**src/hdl/mms_pkg.sv**
```systemverilog
// Shared constants, controller state type and command/status structs for the
// min/max contrast stretch block. No dependencies.
package mms_pkg;

    localparam int CHANNELS    = 4;
    localparam int CH_BITS     = $clog2(CHANNELS);
    localparam int SAMPLE_BITS = 16;
    localparam int BYTE_BITS   = 8;
    localparam int NUM_BITS    = SAMPLE_BITS + BYTE_BITS;
    localparam int DIV_STEPS   = BYTE_BITS;
    localparam int CNT_BITS    = $clog2(DIV_STEPS);

    localparam logic [BYTE_BITS-1:0] BYTE_MAX = {BYTE_BITS{1'b1}};
    localparam logic [CNT_BITS-1:0]  CNT_LAST = CNT_BITS'(DIV_STEPS - 1);

    typedef enum logic [2:0] {
        S_IDLE,
        S_GATHER,
        S_PREP,
        S_MUL,
        S_DIV,
        S_DONE
    } state_t;

    typedef struct packed {
        logic ready;
        logic capture;
        logic gather_update;
        logic prep;
        logic mul;
        logic div_step;
        logic load_out;
    } cmd_t;

    typedef struct packed {
        logic out_free;
    } status_t;

endpackage

```
**src/hdl/mms_in_if.sv**
```systemverilog
// Input channel of the contrast stretch block: one sample word per handshake.
// Depends on mms_pkg.
interface mms_in_if;
    logic                              valid;
    logic                              ready;
    logic                              action;
    logic [mms_pkg::CH_BITS-1:0]       channel;
    logic signed [mms_pkg::SAMPLE_BITS-1:0] sample;
    logic                              first_of_pass;

    modport source (output valid, action, channel, sample, first_of_pass, input ready);
    modport sink   (input valid, action, channel, sample, first_of_pass, output ready);
endinterface

```
**src/hdl/mms_out_if.sv**
```systemverilog
// Output channel of the contrast stretch block: one mapped byte word per handshake.
// Depends on mms_pkg.
interface mms_out_if;
    logic                          valid;
    logic                          ready;
    logic [mms_pkg::BYTE_BITS-1:0] mapped_byte;
    logic                          constant_channel;
    logic [mms_pkg::CH_BITS-1:0]   out_channel;

    modport source (output valid, mapped_byte, constant_channel, out_channel, input ready);
    modport sink   (input valid, mapped_byte, constant_channel, out_channel, output ready);
endinterface

```
**src/hdl/mms_ctrl.sv**
```systemverilog
// Sequencing state machine for the contrast stretch block.
// Depends on mms_pkg; drives the datapath through cmd_t and watches status_t.
module mms_ctrl (
    input  logic             clk,
    input  logic             rst_n,
    input  logic             item_valid,
    input  logic             item_map,
    input  mms_pkg::status_t status,
    output mms_pkg::cmd_t    cmd
);
    import mms_pkg::*;

    state_t              state_reg;
    state_t              state_next;
    logic [CNT_BITS-1:0] cnt_reg;
    logic [CNT_BITS-1:0] cnt_next;

    always_ff @(posedge clk or negedge rst_n)
    begin
        if (!rst_n)
        begin
            state_reg <= S_IDLE;
            cnt_reg   <= '0;
        end
        else
        begin
            state_reg <= state_next;
            cnt_reg   <= cnt_next;
        end
    end

    always_comb
    begin
        state_next = state_reg;
        unique case (state_reg)
            S_IDLE:
            begin
                if (item_valid)
                begin
                    state_next = item_map ? S_PREP : S_GATHER;
                end
            end
            S_GATHER: state_next = S_IDLE;
            S_PREP:   state_next = S_MUL;
            S_MUL:    state_next = S_DIV;
            S_DIV:
            begin
                if (cnt_reg == '0)
                begin
                    state_next = S_DONE;
                end
            end
            S_DONE:
            begin
                if (status.out_free)
                begin
                    state_next = S_IDLE;
                end
            end
            default:  state_next = S_IDLE;
        endcase
    end

    // The step counter is loaded as the numerator is formed and runs down
    // once per quotient bit.
    always_comb
    begin
        cnt_next = cnt_reg;
        if (state_reg == S_MUL)
        begin
            cnt_next = CNT_LAST;
        end
        else if (state_reg == S_DIV)
        begin
            cnt_next = cnt_reg - CNT_BITS'(1);
        end
    end

    always_comb
    begin
        cmd = '0;
        unique case (state_reg)
            S_IDLE:
            begin
                cmd.ready   = 1'b1;
                cmd.capture = item_valid;
            end
            S_GATHER: cmd.gather_update = 1'b1;
            S_PREP:   cmd.prep          = 1'b1;
            S_MUL:    cmd.mul           = 1'b1;
            S_DIV:    cmd.div_step      = 1'b1;
            S_DONE:   cmd.load_out      = status.out_free;
            default:  cmd = '0;
        endcase
    end

endmodule

```
**src/hdl/mms_datapath.sv**
```systemverilog
// Datapath: per-channel min/max store, range set-up, scale by 255 and an
// 8-step restoring divider, plus the output register. Depends on mms_pkg.
module mms_datapath (
    input  logic                               clk,
    input  logic                               rst_n,
    input  mms_pkg::cmd_t                      cmd,
    output mms_pkg::status_t                   status,
    input  logic [mms_pkg::CH_BITS-1:0]        channel,
    input  logic signed [mms_pkg::SAMPLE_BITS-1:0] sample,
    input  logic                               first_of_pass,
    output logic                               out_valid,
    input  logic                               out_ready,
    output logic [mms_pkg::BYTE_BITS-1:0]      mapped_byte,
    output logic                               constant_channel,
    output logic [mms_pkg::CH_BITS-1:0]        out_channel
);
    import mms_pkg::*;

    logic signed [SAMPLE_BITS-1:0] low_reg  [CHANNELS];
    logic signed [SAMPLE_BITS-1:0] high_reg [CHANNELS];

    logic [CH_BITS-1:0]            ch_reg;
    logic signed [SAMPLE_BITS-1:0] sample_reg;
    logic                          first_reg;

    logic [SAMPLE_BITS-1:0]        diff_reg;
    logic [SAMPLE_BITS-1:0]        den_reg;
    logic                          konst_reg;
    logic                          low_sat_reg;
    logic                          high_sat_reg;
    logic [SAMPLE_BITS-1:0]        rem_reg;
    logic [BYTE_BITS-1:0]          shift_reg;

    logic                          out_valid_reg;
    logic [BYTE_BITS-1:0]          byte_reg;
    logic                          konst_out_reg;
    logic [CH_BITS-1:0]            ch_out_reg;

    logic signed [SAMPLE_BITS-1:0] lo_sel;
    logic signed [SAMPLE_BITS-1:0] hi_sel;
    logic signed [SAMPLE_BITS:0]   diff_wide;
    logic signed [SAMPLE_BITS:0]   den_wide;
    logic [NUM_BITS-1:0]           num;
    logic [SAMPLE_BITS:0]          partial;
    logic                          fits;
    logic [SAMPLE_BITS-1:0]        rem_next;
    logic [BYTE_BITS-1:0]          byte_next;

    assign lo_sel    = low_reg[ch_reg];
    assign hi_sel    = high_reg[ch_reg];
    assign diff_wide = {sample_reg[SAMPLE_BITS-1], sample_reg} - {lo_sel[SAMPLE_BITS-1], lo_sel};
    assign den_wide  = {hi_sel[SAMPLE_BITS-1], hi_sel} - {lo_sel[SAMPLE_BITS-1], lo_sel};

    // Times 255 as a shift and one subtract; only used when low < sample < high,
    // where the difference fits the sample width unsigned.
    assign num = {diff_reg, {BYTE_BITS{1'b0}}} - {{BYTE_BITS{1'b0}}, diff_reg};

    // One restoring step: the remainder is always below the divisor.
    assign partial  = {rem_reg, shift_reg[BYTE_BITS-1]};
    assign fits     = partial >= {1'b0, den_reg};
    always_comb
    begin
        rem_next = partial[SAMPLE_BITS-1:0];
        if (fits)
        begin
            rem_next = SAMPLE_BITS'(partial - {1'b0, den_reg});
        end
    end

    always_comb
    begin
        if (konst_reg || low_sat_reg)
        begin
            byte_next = '0;
        end
        else if (high_sat_reg)
        begin
            byte_next = BYTE_MAX;
        end
        else
        begin
            byte_next = shift_reg;
        end
    end

    assign status.out_free = !out_valid_reg || out_ready;

    always_ff @(posedge clk or negedge rst_n)
    begin
        if (!rst_n)
        begin
            for (int i = 0; i < CHANNELS; i++)
            begin
                low_reg[i]  <= '0;
                high_reg[i] <= '0;
            end
        end
        else if (cmd.gather_update)
        begin
            if (first_reg)
            begin
                low_reg[ch_reg]  <= sample_reg;
                high_reg[ch_reg] <= sample_reg;
            end
            else
            begin
                if (sample_reg < lo_sel)
                begin
                    low_reg[ch_reg] <= sample_reg;
                end
                if (sample_reg > hi_sel)
                begin
                    high_reg[ch_reg] <= sample_reg;
                end
            end
        end
    end

    always_ff @(posedge clk or negedge rst_n)
    begin
        if (!rst_n)
        begin
            out_valid_reg <= 1'b0;
        end
        else if (cmd.load_out)
        begin
            out_valid_reg <= 1'b1;
        end
        else if (out_ready)
        begin
            out_valid_reg <= 1'b0;
        end
    end

    always_ff @(posedge clk)
    begin
        if (cmd.capture)
        begin
            ch_reg     <= channel;
            sample_reg <= sample;
            first_reg  <= first_of_pass;
        end
        if (cmd.prep)
        begin
            diff_reg     <= diff_wide[SAMPLE_BITS-1:0];
            den_reg      <= den_wide[SAMPLE_BITS-1:0];
            konst_reg    <= !(hi_sel > lo_sel);
            low_sat_reg  <= sample_reg <= lo_sel;
            high_sat_reg <= sample_reg >= hi_sel;
        end
        if (cmd.mul)
        begin
            rem_reg   <= num[NUM_BITS-1:BYTE_BITS];
            shift_reg <= num[BYTE_BITS-1:0];
        end
        else if (cmd.div_step)
        begin
            rem_reg   <= rem_next;
            shift_reg <= {shift_reg[BYTE_BITS-2:0], fits};
        end
        if (cmd.load_out)
        begin
            byte_reg      <= byte_next;
            konst_out_reg <= konst_reg;
            ch_out_reg    <= ch_reg;
        end
    end

    assign out_valid        = out_valid_reg;
    assign mapped_byte      = byte_reg;
    assign constant_channel = konst_out_reg;
    assign out_channel      = ch_out_reg;

endmodule

```
**src/hdl/min_max_stretch_to_u8.sv**
```systemverilog
// Channel  Role    Word
// -------  ------  ---------------------------------------------------
// item     sink    action, channel, sample, first_of_pass
// result   source  mapped_byte, constant_channel, out_channel
//
// A gather word is captured and then folded into its channel's bounds. A map word is
// captured, then passes range set-up, the scale by 255 and the bit-per-cycle restoring
// divider before its byte is loaded into the output register; then the next word can be taken.
// One word is worked on at a time; the next is taken while a result waits.
// A stalled result holds the map word in its last step until the output
// register frees. Reset clears the per-channel minimum and maximum to zero.
// Top level: joins mms_ctrl and mms_datapath; depends on mms_pkg, mms_in_if, mms_out_if.
module min_max_stretch_to_u8 (
    input  logic      clk,
    input  logic      rst_n,
    mms_in_if.sink    item,
    mms_out_if.source result
);
    import mms_pkg::*;

    cmd_t    cmd;
    status_t status;

    assign item.ready = cmd.ready;

    mms_ctrl u_ctrl (
        .clk        (clk),
        .rst_n      (rst_n),
        .item_valid (item.valid),
        .item_map   (item.action),
        .status     (status),
        .cmd        (cmd)
    );

    mms_datapath u_datapath (
        .clk              (clk),
        .rst_n            (rst_n),
        .cmd              (cmd),
        .status           (status),
        .channel          (item.channel),
        .sample           (item.sample),
        .first_of_pass    (item.first_of_pass),
        .out_valid        (result.valid),
        .out_ready        (result.ready),
        .mapped_byte      (result.mapped_byte),
        .constant_channel (result.constant_channel),
        .out_channel      (result.out_channel)
    );

    // After a word is taken the block is not ready in the cycle after.
    a_busy_after_accept: assert property (@(posedge clk) disable iff (!rst_n)
        item.valid && item.ready |=> !item.ready)
        else $error("input taken again in the cycle after an accepted word");

    // A result is never loaded over one that has not been taken.
    a_no_overwrite: assert property (@(posedge clk) disable iff (!rst_n)
        cmd.load_out |-> (!result.valid || result.ready))
        else $error("output register overwritten while still held");

    a_load_shows: assert property (@(posedge clk) disable iff (!rst_n)
        cmd.load_out |=> result.valid)
        else $error("loaded result not presented");

    a_constant_zero: assert property (@(posedge clk) disable iff (!rst_n)
        result.valid && result.constant_channel |-> result.mapped_byte == '0)
        else $error("constant channel with a non-zero byte");

endmodule

```
**src/flat_wrapper.sv**
```systemverilog
// flat-port wrapper written by rule: the top's interface ports become plain ports
module min_max_stretch_to_u8_flat import mms_pkg::*;
  (clk, rst_n, item_valid, item_action, item_channel, item_sample, item_first_of_pass, item_ready, result_valid, result_mapped_byte, result_constant_channel, result_out_channel, result_ready);
  mms_in_if item_i ();
  mms_out_if result_i ();
  input  logic clk;
  input  logic rst_n;
  input wire logic [$bits(item_i.valid)-1:0] item_valid;
  input wire logic [$bits(item_i.action)-1:0] item_action;
  input wire logic [$bits(item_i.channel)-1:0] item_channel;
  input wire logic [$bits(item_i.sample)-1:0] item_sample;
  input wire logic [$bits(item_i.first_of_pass)-1:0] item_first_of_pass;
  output wire logic [$bits(item_i.ready)-1:0] item_ready;
  output wire logic [$bits(result_i.valid)-1:0] result_valid;
  output wire logic [$bits(result_i.mapped_byte)-1:0] result_mapped_byte;
  output wire logic [$bits(result_i.constant_channel)-1:0] result_constant_channel;
  output wire logic [$bits(result_i.out_channel)-1:0] result_out_channel;
  input wire logic [$bits(result_i.ready)-1:0] result_ready;
  assign item_i.valid = item_valid;
  assign item_i.action = item_action;
  assign item_i.channel = item_channel;
  assign item_i.sample = item_sample;
  assign item_i.first_of_pass = item_first_of_pass;
  assign item_ready = item_i.ready;
  assign result_valid = result_i.valid;
  assign result_mapped_byte = result_i.mapped_byte;
  assign result_constant_channel = result_i.constant_channel;
  assign result_out_channel = result_i.out_channel;
  assign result_i.ready = result_ready;
  min_max_stretch_to_u8 u_core (.clk(clk), .rst_n(rst_n), .item(item_i), .result(result_i));
endmodule
```
**config.mk**
```make
export PLATFORM = sky130hd
export DESIGN_NAME = min_max_stretch_to_u8_flat
export DESIGN_NICKNAME = d
export VERILOG_FILES = /design/src/hdl/mms_pkg.sv /design/src/hdl/mms_in_if.sv /design/src/hdl/mms_out_if.sv /design/src/hdl/mms_ctrl.sv /design/src/hdl/mms_datapath.sv /design/src/hdl/min_max_stretch_to_u8.sv /design/src/flat_wrapper.sv
export SDC_FILE = /design/constraint.sdc
export NUM_CORES = 1
export LEC_CHECK = 0
export ABC_AREA = 0
export BUFFER_PORTS_ARGS = -buffer_cell sky130_fd_sc_hd__clkbuf_2
export CAP_MARGIN = 20
export CORE_MARGIN = 1.5
export CORE_UTILIZATION = 45
export CTS_CLUSTER_DIAMETER = 200
export DETAILED_ROUTE_END_ITERATION = 8
export PLACE_DENSITY = 0.59
export SLEW_MARGIN = 0
export SYNTH_ARGS = -nofsm -noshare
export SYNTH_HDL_FRONTEND = slang
export SYNTH_HIERARCHICAL = 1
export SYNTH_SLANG_ARGS = --single-unit
```
**constraint.sdc**
```tcl
create_clock -name clk -period 4.9 [get_ports clk]
set_clock_uncertainty 0.05 [all_clocks]
set_input_delay 0.735 -clock clk [delete_from_list [all_inputs] [get_ports clk]]
set_output_delay 0.735 -clock clk [all_outputs]
set_load 0.05 [all_outputs]
```
==> qor.yml <==
endpoint_kind: "flop"
clk_pin_slew_ns: 0.06
grt_max_degree: 108
cts_setup_buffers: 0
route.vias.total: 7672
portBuffers: 36
slew_violations: 0
start_kind: "flop"
slew_headroom_pct: 29.43
hold_viol_final: 0
wl_per_cell_um: 18.17
drive_gt1_share_pct: 26.28
clock_sinks: 224
setup_viol_count_final: 0
routed_wl_mm: 25.91
syn_avg_cell_area_um2: 12.68
dr.pass1.iters: 4
cts_inserted_buffers: 25
initial_core_util_pct: 46.13
grt_util_all_layers_pct: 18.72
cp_top_family: "compound AO/OA/AOI/OAI gates"
yosysTopAreaCell: "dfrtp_1"
core_area_um2: 27180
post-route-period-util_pct: 80.60
io_pins: 37
crit_top_cell: "a21o_1"
gp_congestion: 0.8273
synth_ff_type: "dfrtp_1"
clk_latency_ns: 0.53
crit_required_ns: 5.26
hold_path.class: "primary input to async pin"
dieArea_um2: 28870
drtIter0Drc: 405
status: "finished clean"
worstPathMaxFanout: 22
synth_seq_cells: 224
cts.repair.resized: 0
grt_pass1_vias: 7849
layout_min_cycle_time_ns: 3.949
cts_root_buffer: "clkbuf_16"
cts_hold_buf: 0
synth_top_area_share_pct: 26.95
synth_cells: 989
antenna_left: 0
rsz0062_at_grt: "false"
rrSetupSlack_ns: 0.95
grt_pass1_wl_mm: 42.61
cts_tree: "yes"
fin_area_um2: 13970
placed_area_um2: 13160
antenna_found_initial: 0
die_x_um: 169.9
holdWs_ns: 0.2482
crit_path_top_delay_cell: "edfxtp_1"
setup_tns_ns: 0
vias_per_cell: 5.380
clock_path_buffers: 3
synthTopCellsByArea: "dfrtp_1 (27%), edfxtp_1 (21%), mux2_2 (11%)"
synthArstFlopShare_pct: 60.27
syn_to_final_growth_pct: 11.46
maxCapViolations: 0
place_hpwl_mm: 18.93
drc: 0
tightest_slew_ns: 1.059
synthesis.nets: 1091
syn_area_um2: 12540
synth_edf_count: 89
fin_nets: 1140
synth_seq_area_share_pct: 48.26
ys_types: 71
slowest_delay_ns: 0.68
crit_buf_inv: 2
gr-total-overflow: 0
fmax_mhz: 253.2
die_h_um: 169.9
arrival_ns: 4.31
crit_chain: "buf_12 -> mux4_2 -> inv_1 -> fa_1 -> a21o_1 -> a21o_1 -> a221oi_4 -> o21ai_2 -> a21oi_2 -> o31a_4 -> nand3_4 -> mux2_4"
crit_type: "flop to flop"
num_antenna_cells: 0
h-tree-depth: 1
yosys_warnings: 6
placementRows: 60
## synth_stat cells, drive strengths merged (12+ instances only)
cell type and number:
a21o 21, a21oi 44, buf 18, dfrtp 135, edfxtp 89, ha 75, inv 81, mux2 136
mux2i 17, mux4 32, nand2 36, nand3 12, nand4 16, nor2 36, nor2b 17, nor3 18
o21a 18, o21ai 31, xnor2 45, xor2 13
## per-stage QoR
stage,utilization (%),setup slack (ns),cells
2_1_floorplan,-,0.8785,989
3_3_place_gp,48.41,0.9406,1382
3_5_place_dp,48.41,0.8983,1382
4_1_cts,51.32,0.8742,1425
5_1_grt,51.42,0.7584,1426
6_report,51.42,0.9508,1426
## area by class of cell
cell class	count	area, µm²
Clock inverter	9	91.34
Sequential cell	224	6051
Fill cell	2428	13200
Multi-Input combinational cell	657	6033
Clock buffer	34	699.4
Tap cell	372	465.4
Timing Repair Buffer	49	329.1
Inverter	81	304.0
## logic make-up (layout without fill, tap and decap cells)
group	after synthesis	in the layout	share of synthesized area [%]
AO/OA/AOI/OAI	156	156	8.593
XOR/XNOR	58	58	4.052
adder cells (fa/ha/maj)	78	78	7.964
buffers and inverters	108	173	3.802
flip-flops	224	224	48.26
multiplexers	185	185	19.62
AND/OR/NAND/NOR	180	180	7.705
## per-layer routing
layer	GRT usage (%)	vias to the layer above	wire length [µm]
met2	29.83	107	11880
li1	-	3742	-
met1	26.67	3781	12620
met4	5.464	0	654
met3	2.605	42	758
met5	0	-	0
## path summary, 6_finish.rpt
check	start	to	cells past startpoint
setup / recovery	u_core/u_datapath/ch_reg[1]	u_core/u_datapath/low_reg[10]	12
hold / removal	rst_n	u_core/u_datapath/low_reg[3]	1
setup reg to reg	u_core/u_datapath/ch_reg[1]	u_core/u_datapath/low_reg[10]	12
hold reg to reg	u_core/u_datapath/high_reg[12]	u_core/u_datapath/high_reg[12]	1
max in group asynchronous	rst_n	u_core/u_datapath/high_reg[1]	2
min in group clk	item_sample[12]	u_core/u_datapath/sample_reg[12]	1
## cells in the final DEF (no fill, tap or decap), types with 21 or more instances in the layout
master,Yosys,final
o21ai_0,25,25
clkbuf_2,1,35
a21oi_1,43,43
ha_1,75,75
dfrtp_1,135,135
nor2_1,36,36
edfxtp_1,89,89
inv_1,80,80
xnor2_1,45,45
mux2_2,126,126
mux4_2,32,32
nand2_1,33,33
clkbuf_16,0,25
a21o_1,21,21
## worst register-to-register path: cells and delay by family (launching register included)
kind / cells / cell delay, ns
simple gates: 1 / 0.32
compound gates: 6 / 1.31
mux: 2 / 0.69
buf+inv: 2 / 0.36
flops: 1 / 0.68
fa+ha+maj: 1 / 0.43
Power is not shown: default switching activity piles up to over one toggle a cycle in this logic, so the estimate is an artifact.
